File: src/design/hysteresis_heater_with_cook_timer_unit_defines.svh
// Assertion macros for the hysteresis heater with cook timer unit.
// Included by the top level; needs nothing else.
`ifndef HYSTERESIS_HEATER_WITH_COOK_TIMER_UNIT_DEFINES_SVH
`define HYSTERESIS_HEATER_WITH_COOK_TIMER_UNIT_DEFINES_SVH

// Check that cons holds in the same cycle as ante, outside reset.
`define HHCT_ASSERT_SAME(label, clk, rst_n, ante, cons, msg) \
  label: assert property (@(posedge clk) disable iff (!rst_n) (ante) |-> (cons)) \
    else $error(msg);

// Check that cons holds in the cycle after ante, outside reset.
`define HHCT_ASSERT_NEXT(label, clk, rst_n, ante, cons, msg) \
  label: assert property (@(posedge clk) disable iff (!rst_n) (ante) |=> (cons)) \
    else $error(msg);

`endif

File: src/design/hhct_pkg.sv
// Types and constants of the hysteresis heater with cook timer unit.
// Used by the channel interfaces, the step logic and the top level.
package hhct_pkg;

  localparam int unsigned TICKS_PER_SECOND = 1000;
  localparam int unsigned BEEP_TICKS       = 1000;
  localparam int unsigned PRESC_W          = 10;
  localparam int unsigned BEEP_W           = 10;
  localparam int unsigned CNT_W            = 7;
  localparam int unsigned TEMP_W           = 13;
  localparam int unsigned CFG_IDX_W        = 2;
  localparam int unsigned CFG_DATA_W       = 8;

  // Samples below one degree are treated as a broken sensor
  localparam logic signed [TEMP_W:0] FAULT_LIMIT_TENTHS = 14'sd10;

  // Lamp pattern bits
  localparam logic [2:0] LAMP_RED   = 3'b001;
  localparam logic [2:0] LAMP_GREEN = 3'b010;
  localparam logic [2:0] LAMP_BLUE  = 3'b100;

  // Reset values of the configuration registers
  localparam logic [7:0] TARGET_RESET = 8'd134;
  localparam logic [6:0] COOK_RESET   = 7'd30;
  localparam logic [5:0] HYST_RESET   = 6'd5;

  typedef enum logic [CFG_IDX_W-1:0] {
    CFG_TARGET = 2'd0,
    CFG_COOK   = 2'd1,
    CFG_HYST   = 2'd2
  } cfg_reg_t;

  typedef struct packed {
    logic [7:0] target_degrees;
    logic [6:0] cook_seconds;
    logic [5:0] hysteresis_tenths;
  } hhct_cfg_t;

  typedef struct packed {
    logic                     sample_valid;
    logic signed [TEMP_W-1:0] temperature_tenths;
    logic                     lid_closed;
    logic                     start_stop_press;
  } hhct_item_t;

  typedef struct packed {
    logic               run_mode;
    logic               heating;
    logic               fault_seen;
    logic               blink_phase;
    logic [2:0]         lamp_pattern;
    logic               target_reached;
    logic [CNT_W-1:0]   countdown;
    logic [PRESC_W-1:0] prescaler;
    logic [BEEP_W-1:0]  beep_remaining;
  } hhct_state_t;

  typedef struct packed {
    logic             heater_on;
    logic             running;
    logic             sensor_fault;
    logic             led_red;
    logic             led_green;
    logic             led_blue;
    logic             buzzer_on;
    logic [CNT_W-1:0] seconds_left;
  } hhct_result_t;

endpackage

File: src/design/hhct_channels.sv
// Valid/ready channel interfaces of the heater unit: input, result and config write.
// Depends on hhct_pkg for field widths.
interface hhct_in_if;
  logic                               valid;
  logic                               ready;
  logic                               sample_valid;
  logic signed [hhct_pkg::TEMP_W-1:0] temperature_tenths;
  logic                               lid_closed;
  logic                               start_stop_press;

  modport source (output valid, output sample_valid, output temperature_tenths,
                  output lid_closed, output start_stop_press, input ready);
  modport sink (input valid, input sample_valid, input temperature_tenths,
                input lid_closed, input start_stop_press, output ready);
endinterface

interface hhct_out_if;
  logic                        valid;
  logic                        ready;
  logic                        heater_on;
  logic                        running;
  logic                        sensor_fault;
  logic                        led_red;
  logic                        led_green;
  logic                        led_blue;
  logic                        buzzer_on;
  logic [hhct_pkg::CNT_W-1:0]  seconds_left;

  modport source (output valid, output heater_on, output running, output sensor_fault,
                  output led_red, output led_green, output led_blue, output buzzer_on,
                  output seconds_left, input ready);
  modport sink (input valid, input heater_on, input running, input sensor_fault,
                input led_red, input led_green, input led_blue, input buzzer_on,
                input seconds_left, output ready);
endinterface

interface hhct_cfg_if;
  logic                             valid;
  logic                             ready;
  logic [hhct_pkg::CFG_IDX_W-1:0]   index;
  logic [hhct_pkg::CFG_DATA_W-1:0]  data;

  modport source (output valid, output index, output data, input ready);
  modport sink (input valid, input index, input data, output ready);
endinterface

File: src/design/hhct_step.sv
// One millisecond tick of the heater controller: next state and result.
// Purely combinational; depends on hhct_pkg.
module hhct_step (
  input  hhct_pkg::hhct_cfg_t    cfg,
  input  hhct_pkg::hhct_state_t  st,
  input  hhct_pkg::hhct_item_t   item,
  output hhct_pkg::hhct_state_t  st_nxt,
  output hhct_pkg::hhct_result_t res
);

  logic [11:0]                      tgt_u;
  logic signed [hhct_pkg::TEMP_W:0] temp_w;
  logic signed [hhct_pkg::TEMP_W:0] tgt_w;
  logic signed [hhct_pkg::TEMP_W:0] hyst_w;
  logic signed [hhct_pkg::TEMP_W:0] off_lim;
  logic signed [hhct_pkg::TEMP_W:0] on_lim;
  logic [hhct_pkg::PRESC_W:0]       pre_inc;

  // Scale target to tenths and build the hysteresis band
  assign tgt_u   = 12'(cfg.target_degrees) * 12'd10;
  assign temp_w  = {item.temperature_tenths[hhct_pkg::TEMP_W-1], item.temperature_tenths};
  assign tgt_w   = $signed({2'b00, tgt_u});
  assign hyst_w  = $signed({8'b0, cfg.hysteresis_tenths});
  assign off_lim = tgt_w + hyst_w;
  assign on_lim  = tgt_w - hyst_w;
  assign pre_inc = {1'b0, st.prescaler} + 11'd1;

  always_comb begin
    st_nxt = st;

    // Toggle run on a press
    if (item.start_stop_press) begin
      st_nxt.run_mode = !st.run_mode;
    end

    // Reload with lid open, else count seconds once the target was reached
    if (!item.lid_closed) begin
      st_nxt.countdown = cfg.cook_seconds;
      st_nxt.prescaler = '0;
    end else if (st.countdown != '0 && st.target_reached) begin
      if (pre_inc >= 11'(hhct_pkg::TICKS_PER_SECOND)) begin
        st_nxt.countdown = st.countdown - 7'd1;
        st_nxt.prescaler = '0;
      end else begin
        st_nxt.prescaler = pre_inc[hhct_pkg::PRESC_W-1:0];
      end
    end

    // Expire the target beep
    if (st.beep_remaining != '0) begin
      st_nxt.beep_remaining = st.beep_remaining - 10'd1;
    end

    // Evaluate a new sample
    if (item.sample_valid) begin
      if (temp_w < hhct_pkg::FAULT_LIMIT_TENTHS) begin
        st_nxt.heating      = 1'b0;
        st_nxt.run_mode     = 1'b0;
        st_nxt.fault_seen   = 1'b1;
        st_nxt.lamp_pattern = st.blink_phase ? hhct_pkg::LAMP_RED : hhct_pkg::LAMP_BLUE;
      end else begin
        st_nxt.fault_seen = 1'b0;
        if (st_nxt.run_mode) begin
          // Turn-off test first, so zero hysteresis at target ends up on
          if (temp_w >= off_lim && st.heating) begin
            st_nxt.heating = 1'b0;
          end
          if (temp_w <= on_lim) begin
            st_nxt.heating = 1'b1;
          end
        end else begin
          st_nxt.heating   = 1'b0;
          st_nxt.countdown = cfg.cook_seconds;
          st_nxt.prescaler = '0;
        end
        if (st_nxt.run_mode && st_nxt.heating) begin
          st_nxt.lamp_pattern = hhct_pkg::LAMP_RED;
        end else if (st_nxt.run_mode) begin
          st_nxt.lamp_pattern = hhct_pkg::LAMP_GREEN;
        end else begin
          st_nxt.lamp_pattern = hhct_pkg::LAMP_BLUE;
        end
        // Latch first reach of target and start the beep
        if (!st.target_reached && temp_w >= tgt_w) begin
          st_nxt.target_reached = 1'b1;
          st_nxt.beep_remaining = hhct_pkg::BEEP_W'(hhct_pkg::BEEP_TICKS);
        end
      end
      st_nxt.blink_phase = !st.blink_phase;
    end
  end

  // Map the new state onto the result fields
  always_comb begin
    res.heater_on    = st_nxt.heating;
    res.running      = st_nxt.run_mode;
    res.sensor_fault = st_nxt.fault_seen;
    res.led_red      = |(st_nxt.lamp_pattern & hhct_pkg::LAMP_RED);
    res.led_green    = |(st_nxt.lamp_pattern & hhct_pkg::LAMP_GREEN);
    res.led_blue     = |(st_nxt.lamp_pattern & hhct_pkg::LAMP_BLUE);
    res.buzzer_on    = (st_nxt.beep_remaining != '0) || (st_nxt.countdown == 7'd1);
    res.seconds_left = st_nxt.countdown;
  end

endmodule

File: src/design/hysteresis_heater_with_cook_timer_unit.sv
// Hysteresis heater with cook timer: top level with channel registers and state.
// Each accepted input transaction passes through the input register and then the
// result register; one transaction per cycle while the receiver takes results, and
// the tick logic between the two registers updates the controller state combinationally.
// Reset (rst_n low, synchronous): pipeline empty, config to defaults, stopped,
// heater off, blue lamp, countdown at 30 s, no beep.
`include "hysteresis_heater_with_cook_timer_unit_defines.svh"

module hysteresis_heater_with_cook_timer_unit (
  input  logic        clk,
  input  logic        rst_n,
  hhct_in_if.sink     in_ch,
  hhct_out_if.source  out_ch,
  hhct_cfg_if.sink    cfg_ch
);

  hhct_pkg::hhct_cfg_t    cfg_r;
  hhct_pkg::hhct_state_t  state_r;
  hhct_pkg::hhct_state_t  state_nxt;
  hhct_pkg::hhct_item_t   s1_item_r;
  hhct_pkg::hhct_item_t   in_item;
  hhct_pkg::hhct_result_t res_nxt;
  hhct_pkg::hhct_result_t out_res_r;
  logic                   s1_v_r;
  logic                   s1_v_nxt;
  logic                   out_valid_r;
  logic                   out_valid_nxt;
  logic                   advance;
  logic                   in_take;

  // Handshake control: the input stage moves whenever the result register frees up
  assign advance      = s1_v_r && (!out_valid_r || out_ch.ready);
  assign in_ch.ready  = !s1_v_r || advance;
  assign in_take      = in_ch.valid && in_ch.ready;
  assign cfg_ch.ready = 1'b1;

  always_comb begin
    s1_v_nxt      = in_take || (s1_v_r && !advance);
    out_valid_nxt = advance || (out_valid_r && !out_ch.ready);
  end

  assign in_item.sample_valid       = in_ch.sample_valid;
  assign in_item.temperature_tenths = in_ch.temperature_tenths;
  assign in_item.lid_closed         = in_ch.lid_closed;
  assign in_item.start_stop_press   = in_ch.start_stop_press;

  hhct_step u_step (
    .cfg    (cfg_r),
    .st     (state_r),
    .item   (s1_item_r),
    .st_nxt (state_nxt),
    .res    (res_nxt)
  );

  // Configuration registers
  always_ff @(posedge clk) begin
    if (!rst_n) begin
      cfg_r.target_degrees    <= hhct_pkg::TARGET_RESET;
      cfg_r.cook_seconds      <= hhct_pkg::COOK_RESET;
      cfg_r.hysteresis_tenths <= hhct_pkg::HYST_RESET;
    end else if (cfg_ch.valid && cfg_ch.ready) begin
      case (cfg_ch.index)
        hhct_pkg::CFG_TARGET: cfg_r.target_degrees    <= cfg_ch.data;
        hhct_pkg::CFG_COOK:   cfg_r.cook_seconds      <= cfg_ch.data[6:0];
        hhct_pkg::CFG_HYST:   cfg_r.hysteresis_tenths <= cfg_ch.data[5:0];
        default: ;
      endcase
    end
  end

  // Controller state advances once per transaction
  always_ff @(posedge clk) begin
    if (!rst_n) begin
      state_r.run_mode       <= 1'b0;
      state_r.heating        <= 1'b0;
      state_r.fault_seen     <= 1'b0;
      state_r.blink_phase    <= 1'b0;
      state_r.lamp_pattern   <= hhct_pkg::LAMP_BLUE;
      state_r.target_reached <= 1'b0;
      state_r.countdown      <= hhct_pkg::COOK_RESET;
      state_r.prescaler      <= '0;
      state_r.beep_remaining <= '0;
    end else if (advance) begin
      state_r <= state_nxt;
    end
  end

  // Pipeline valid bits
  always_ff @(posedge clk) begin
    if (!rst_n) begin
      s1_v_r      <= 1'b0;
      out_valid_r <= 1'b0;
    end else begin
      s1_v_r      <= s1_v_nxt;
      out_valid_r <= out_valid_nxt;
    end
  end

  // Input and result payload registers
  always_ff @(posedge clk) begin
    if (in_take) begin
      s1_item_r <= in_item;
    end
    if (advance) begin
      out_res_r <= res_nxt;
    end
  end

  assign out_ch.valid        = out_valid_r;
  assign out_ch.heater_on    = out_res_r.heater_on;
  assign out_ch.running      = out_res_r.running;
  assign out_ch.sensor_fault = out_res_r.sensor_fault;
  assign out_ch.led_red      = out_res_r.led_red;
  assign out_ch.led_green    = out_res_r.led_green;
  assign out_ch.led_blue     = out_res_r.led_blue;
  assign out_ch.buzzer_on    = out_res_r.buzzer_on;
  assign out_ch.seconds_left = out_res_r.seconds_left;

  // A fault always leaves the heater off until a good sample
  `HHCT_ASSERT_SAME(a_fault_heater_off, clk, rst_n, state_r.fault_seen,
                    !state_r.heating, "heater on during sensor fault")
  // A beep only runs after the target latch is set
  `HHCT_ASSERT_SAME(a_beep_after_target, clk, rst_n, state_r.beep_remaining != '0,
                    state_r.target_reached, "beep without target reached")
  // An accepted transaction always lands in the input stage
  `HHCT_ASSERT_NEXT(a_take_fills_stage, clk, rst_n, in_take, s1_v_r,
                    "accepted transaction lost")

endmodule

File: src/flat_wrapper.sv
// flat-port wrapper written by rule: the top's interface ports become plain ports
module hysteresis_heater_with_cook_timer_unit_flat 
  (clk, rst_n, in_ch_valid, in_ch_sample_valid, in_ch_temperature_tenths, in_ch_lid_closed, in_ch_start_stop_press, in_ch_ready, out_ch_valid, out_ch_heater_on, out_ch_running, out_ch_sensor_fault, out_ch_led_red, out_ch_led_green, out_ch_led_blue, out_ch_buzzer_on, out_ch_seconds_left, out_ch_ready, cfg_ch_valid, cfg_ch_index, cfg_ch_data, cfg_ch_ready);
  hhct_in_if in_ch_i ();
  hhct_out_if out_ch_i ();
  hhct_cfg_if cfg_ch_i ();
  input  logic clk;
  input  logic rst_n;
  input wire logic [$bits(in_ch_i.valid)-1:0] in_ch_valid;
  input wire logic [$bits(in_ch_i.sample_valid)-1:0] in_ch_sample_valid;
  input wire logic [$bits(in_ch_i.temperature_tenths)-1:0] in_ch_temperature_tenths;
  input wire logic [$bits(in_ch_i.lid_closed)-1:0] in_ch_lid_closed;
  input wire logic [$bits(in_ch_i.start_stop_press)-1:0] in_ch_start_stop_press;
  output wire logic [$bits(in_ch_i.ready)-1:0] in_ch_ready;
  output wire logic [$bits(out_ch_i.valid)-1:0] out_ch_valid;
  output wire logic [$bits(out_ch_i.heater_on)-1:0] out_ch_heater_on;
  output wire logic [$bits(out_ch_i.running)-1:0] out_ch_running;
  output wire logic [$bits(out_ch_i.sensor_fault)-1:0] out_ch_sensor_fault;
  output wire logic [$bits(out_ch_i.led_red)-1:0] out_ch_led_red;
  output wire logic [$bits(out_ch_i.led_green)-1:0] out_ch_led_green;
  output wire logic [$bits(out_ch_i.led_blue)-1:0] out_ch_led_blue;
  output wire logic [$bits(out_ch_i.buzzer_on)-1:0] out_ch_buzzer_on;
  output wire logic [$bits(out_ch_i.seconds_left)-1:0] out_ch_seconds_left;
  input wire logic [$bits(out_ch_i.ready)-1:0] out_ch_ready;
  input wire logic [$bits(cfg_ch_i.valid)-1:0] cfg_ch_valid;
  input wire logic [$bits(cfg_ch_i.index)-1:0] cfg_ch_index;
  input wire logic [$bits(cfg_ch_i.data)-1:0] cfg_ch_data;
  output wire logic [$bits(cfg_ch_i.ready)-1:0] cfg_ch_ready;
  assign in_ch_i.valid = in_ch_valid;
  assign in_ch_i.sample_valid = in_ch_sample_valid;
  assign in_ch_i.temperature_tenths = in_ch_temperature_tenths;
  assign in_ch_i.lid_closed = in_ch_lid_closed;
  assign in_ch_i.start_stop_press = in_ch_start_stop_press;
  assign in_ch_ready = in_ch_i.ready;
  assign out_ch_valid = out_ch_i.valid;
  assign out_ch_heater_on = out_ch_i.heater_on;
  assign out_ch_running = out_ch_i.running;
  assign out_ch_sensor_fault = out_ch_i.sensor_fault;
  assign out_ch_led_red = out_ch_i.led_red;
  assign out_ch_led_green = out_ch_i.led_green;
  assign out_ch_led_blue = out_ch_i.led_blue;
  assign out_ch_buzzer_on = out_ch_i.buzzer_on;
  assign out_ch_seconds_left = out_ch_i.seconds_left;
  assign out_ch_i.ready = out_ch_ready;
  assign cfg_ch_i.valid = cfg_ch_valid;
  assign cfg_ch_i.index = cfg_ch_index;
  assign cfg_ch_i.data = cfg_ch_data;
  assign cfg_ch_ready = cfg_ch_i.ready;
  hysteresis_heater_with_cook_timer_unit u_core (.clk(clk), .rst_n(rst_n), .in_ch(in_ch_i), .out_ch(out_ch_i), .cfg_ch(cfg_ch_i));
endmodule
File: config.mk
export PLATFORM = sky130hd
export DESIGN_NAME = hysteresis_heater_with_cook_timer_unit_flat
export DESIGN_NICKNAME = d
export VERILOG_FILES = /design/src/design/hhct_pkg.sv /design/src/design/hhct_channels.sv /design/src/design/hhct_step.sv /design/src/design/hysteresis_heater_with_cook_timer_unit.sv /design/src/flat_wrapper.sv
export VERILOG_INCLUDE_DIRS = /design/src /design/src/design
export SDC_FILE = /design/constraint.sdc
export NUM_CORES = 1
export LEC_CHECK = 0
export ABC_AREA = 0
export BUFFER_PORTS_ARGS = -buffer_cell sky130_fd_sc_hd__buf_2
export CORE_MARGIN = 3
export CORE_UTILIZATION = 30
export CTS_CLUSTER_SIZE = 28
export DETAILED_ROUTE_END_ITERATION = 10
export HOLD_SLACK_MARGIN = 0.08
export SYNTH_ARGS = -nofsm -noshare
export SYNTH_HDL_FRONTEND = slang
export SYNTH_HIERARCHICAL = 1
export SYNTH_SLANG_ARGS = --single-unit
File: constraint.sdc
create_clock -name clk -period 4.33 [get_ports clk]
set_input_delay 0 -clock clk [delete_from_list [all_inputs] [get_ports clk]]
set_output_delay 0 -clock clk [all_outputs]
set_load 0.1 [all_outputs]
After elaboration in Yosys (flattened, before gate mapping)
Cells that the tools add are included.

Add/subtract/negate cells: 5. $mul: 1. $lt $le $gt $ge: 5. Equal/unequal tests: 3. Muxes and demuxes: 22. Bitwise gates (word level): 1. Reductions and logical operators: 29.

Operators by type and width (count): $mux W17 (3); $mux W35 (1); $mux W10 (3); $mux W28 (1); $reduce_bool A10 Y1 (2); $ge A13 B14 Y1 (1); $add A12 B6 Y13 (1); $ge A13 B13 Y1 (1); $le A13 B13 Y1 (1); $lt A13 B5 Y1 const B (1); $sub A12 B6 Y13 (1); $mux W3 (4); $add A10 B1 Y11 const B (1); $ge A11 B10 Y1 const B (1); $mul A8 B3 Y11 const B (1); $sub A10 B1 Y10 const B (1); $logic_and A1 B1 Y1 (8); $mux W1 (8); $reduce_and A2 Y1 (4); $eq A7 B1 Y1 const B (1); $logic_not A1 Y1 (7); $mux W7 (1); $reduce_bool A7 Y1 (1); $sub A7 B1 Y7 const B (1); 7 further kinds (11).

Flip-flop bits (word level): 88. Input bits: 31. Output and inout port bits: 17. Logic and storage cells: 92.

Logic depth before layout (Yosys ltp)
Depth after elaboration: 15. Depth in mapped cells: 22. Depth with buffers taken out: 21.

Cells and area by module
Netlist, hierarchy kept.

By module, submodules not included: hysteresis_heater_with_cook_timer_unit (instances 1, cells each 272, area an instance 3159.3 um^2, seq. area each 2062.0 um^2); hhct_step (instances 1, cells each 428, area an instance 2995.4 um^2, seq. area each 0.0 um^2).

Worst setup path after synthesis
Ideal clock, no wire load.

Path kind: reg-to-reg. From: reg u_core/cfg_r[14] (netlist bit). To: reg u_core/state_r[33] (netlist bit). Setup time: 72 ps. Arrival: 4080 ps. Data required time: 4258 ps. Path slack: 179 ps. Cell stages (with the launch flop): 22. Buffers on the path: 1. Period minus slack after synthesis: 4151 ps. Path through: dfxtp_1 ha_1 ha_1 inv_1 fa_1 inv_1 ha_1 nor2_1 o21ai_0 xnor2_1 ha_1 a21o_1 a21o_1 a21o_1 a21o_1 a221o_1 a31oi_1 a211oi_1 a211oi_1 buf_4 nand2_1 mux2i_1.

RTL lines: start: declaration (line hysteresis_heater_with_cook_timer_unit.sv:17) `hhct_pkg::hhct_cfg_t cfg_r;`; end signal: assignment (line hysteresis_heater_with_cook_timer_unit.sv:84) `state_r <= state_nxt;`; end: declaration (line hysteresis_heater_with_cook_timer_unit.sv:18) `hhct_pkg::hhct_state_t state_r;`.

==> results.toml <==
[route]
wirelength_mm = 14.72
drtIter0Drc = 315
viasPerCell = 4.837
antenna_left = 0
vias = 4997
remaining_drc_errors = 0
routedWlPerCell_um = 14.25
detail_route.first_pass.iterations = 5

[yosys]
yosysWarnings = 6
synth.distinct_cells = 70
synthFlopType = "dfxtp_1"
async_flop_share = 0
netlist.area_leader.share = 0.1887
syn-cell-area_um2 = 6155
ys_seq_elements = 88
synth_top_cell_by_area = "dfxtp_1"
netlist_top_cells_area = "dfxtp_1, edfxtp_1, ha_1"
ys_top_cells_by_count = "nand2_1, ha_1, dfxtp_1, inv_1, mux2i_1"
mappedNetlistNets = 795
synth_most_common_cell = "nand2_1"
syn_area_per_cell_um2 = 8.792
synth_cells = 700
synth_edf_count = 30
synth-seq-area-share = 0.3350

[floorplan]
io_pins = 48
die_x_um = 149.2
die_h_um = 149.2
placeableCoreArea_um2 = 19780
initial_utilization = 0.3111
die_area_um2 = 22270
row_count = 51

[sta]
final.setup.tns_ns = 0
hold_violations = 0
fin_crit_sh = 0.9731
fmax_mhz = 237.3
finalMaxSlewViolations = 0
tightest_slew_ns = 0.9576
slew_headroom = 0.3616
finClkSkew_ns = 0.008804
period_minus_slack_ns = 4.213
finalSetupViolations = 0

[clock_network]
h-tree-depth = 3
cts-root-buf = "clkbuf_16"
cts_sinks = 88
clk_path_buf_depth = 2
clock_latency_ns = 0.36
cts_buffers = 9
tritoncts = "done"
clk_pin_slew_worst_paths_ns = 0.07

[flow_run]
cap_violations = 0

[run_status]
status = "completed"

[pwr]
vdd_drop_max_mv = 0.2201
cellPowerDensity_nw_per_um2 = 390.3
p_total_w = 0.002865
power_leakage_nw = 3.037

[hold_path]
hold_path_end = "u_core/out_ch.valid"
min_delay_path_depth = 3
hold_start = "out_ch_ready"
hp-class = "in -> reg"

[setup_path]
arrival_ns = 4.33
rr_endpoint = "u_core/out_ch.led_green"
reg2reg_slack_ns = 0.12
critical_path_required_ns = 4.45
worstSetupStartpoint = "u_core/cfg_r[14]"
cp-start-kind = "flip-flop"
timing.rr.start = "u_core/cfg_r[14]"
critPathCaptureType = "flip-flop"
path_class = "reg -> reg"
reg2regPathDepth = 19
crit_path_max_fanout = 4

[global_routing]
grt_pass1_wl_mm = 24.14
grt-busiest-layer = "met2"
track_usage = 0.1343
met1_usage = 0.1911
antenna_found_initial = 0
met3_usage = 0.02157
grt_pass1_vias = 4850
use_met2 = 0.2039
grt_max_degree = 58
grt_overflow = 0

[finish]
fin_nets = 858
final_util = 0.3711
layout-drive-gt1-share = 0.1797
n_antenna_cell = 0
areaGrowthSynthToFinish_pct = 19.27

[placement]
place.gp.congestion = 0.8100
port_buffers = 46
dp_hpwl_mm = 10.48
[state kept, by name (all words and copies together), names as in the netlist]
name                        cells
u_core/s1_item_r               16
u_core/out_ch.running           1
u_core/state_r                 35
u_core/out_ch.buzzer_on         1
u_core/out_ch.seconds_left      7
u_core/out_ch.heater_on         1
u_core/s1_v_r                   1
u_core/out_ch.sensor_fault      1
u_core/out_ch.led_blue          1
u_core/out_ch.led_green         1
u_core/cfg_r                   21
u_core/out_ch.valid             1
u_core/out_ch.led_red           1
[critical path, cell delays in order, from the launching register on]
cell and delay (ns):
dfxtp_2 0.34, ha_4 0.27, ha_4 0.13, inv_2 0.04, fa_2 0.55, inv_2 0.06, ha_4 0.29, nor2_2 0.05
o21ai_2 0.18, xnor2_1 0.10, ha_1 0.31, a21o_1 0.16, a21o_1 0.17, a21o_1 0.17, a21o_1 0.17, a221o_1 0.32
a31oi_2 0.21, a211oi_2 0.08, a22o_1 0.23, buf_4 0.13
[area by class of cell]
class                   instances  area, um^2
clock buffers                  12       246.5
repair buffers                 88       608.1
fillers                      2049       12440
flip-flops and latches         88        2064
multi-input cells             529        3861
clock inverters                 4       52.55
well taps                     265       331.6
inverters                      47       176.4
[through the flow]
step,instance area (um^2),cells,hold slack [ns],setup WS [ns]
6_report,7341,1033,0.1644,0.1166
5_1_grt,7341,1033,0.2274,-0.1002
4_1_cts,7136,1026,0.1471,0.02690
3_5_place_dp,6581,985,0.1781,-0.02956
3_3_place_gp,6581,985,0.1795,0.1118
2_1_floorplan,6155,700,0.09887,0.1787
[routing by layer]
metal / vias to the layer above / wire length [um] / share of wire
met5: - / 0 / 0
met4: 0 / 267 / 0.018
met3: 17 / 486 / 0.033
met2: 81 / 6426 / 0.44
met1: 2315 / 7542 / 0.51
li1: 2584 / - / -
[power by group]
part / total [W] / switching, W / leakage [nW] / internal [W]
Sequential: 0.000990 / 0.0000716 / 0.755 / 0.000919
Combinational: 0.00105 / 0.000600 / 2.14 / 0.000454
Clock: 0.000822 / 0.000355 / 0.144 / 0.000467
Total: 0.00287 / 0.00103 / 3.04 / 0.00184
[worst max-delay path by stage]
stage | to | slack (ns) | depth (start not counted)
after floorplan | u_core/state_r[33] | 0.18 | 21
after global placement | u_core/state_r[33] | 0.11 | 20
after detailed placement | u_core/state_r[33] | -0.03 | 20
after CTS | u_core/state_r[33] | 0.03 | 20
after global routing | u_core/state_r[33] | -0.10 | 19
final | u_core/out_ch.led_green | 0.12 | 19
[what timing repair did]
item | 4_1_cts | 5_1_grt
resized for setup | 1 | 35
pin swaps | 0 | 18
hold buffers | 25 | 0
setup endpoints to repair | 1 | 10
setup buffers | 0 | 7
endpoints found under the hold margin | 38 | 0
[cells by family after synthesis]
family                   after synthesis  synth area share
adder cells (fa/ha/maj)               64            0.1338
other                                  1         0.0006093
XOR/XNOR                              40           0.05692
multiplexers                          41           0.06668
AND/OR/NAND/NOR                      255            0.1994
flip-flops                            88            0.3350
buffers and inverters                 83           0.06363
AO/OA/AOI/OAI                        128            0.1439
[cells in the final DEF (no fill, tap or decap), drive strengths merged, types with 4 or more instances in the layout]
| cell type | count |
|---|---|
| nand2 | 113 |
| buf | 63 |
| ha | 61 |
| dfxtp | 58 |
| inv | 49 |
| mux2i | 41 |
| nor2 | 38 |
| o21ai | 37 |
| edfxtp | 30 |
| dlygate4sd3 | 25 |
| a21oi | 25 |
| nand3 | 25 |
| xnor2 | 23 |
| nor3 | 18 |
| xor2 | 17 |
| nand2b | 15 |
| a21o | 13 |
| clkbuf | 12 |
| nor4 | 8 |
| a211oi | 8 |
| nand4 | 7 |
| nor2b | 6 |
| o311ai | 6 |
| o21a | 6 |
| and3 | 6 |
| a31oi | 6 |
| or3 | 4 |
No activity file was read; power rests on OpenSTA's default activity.
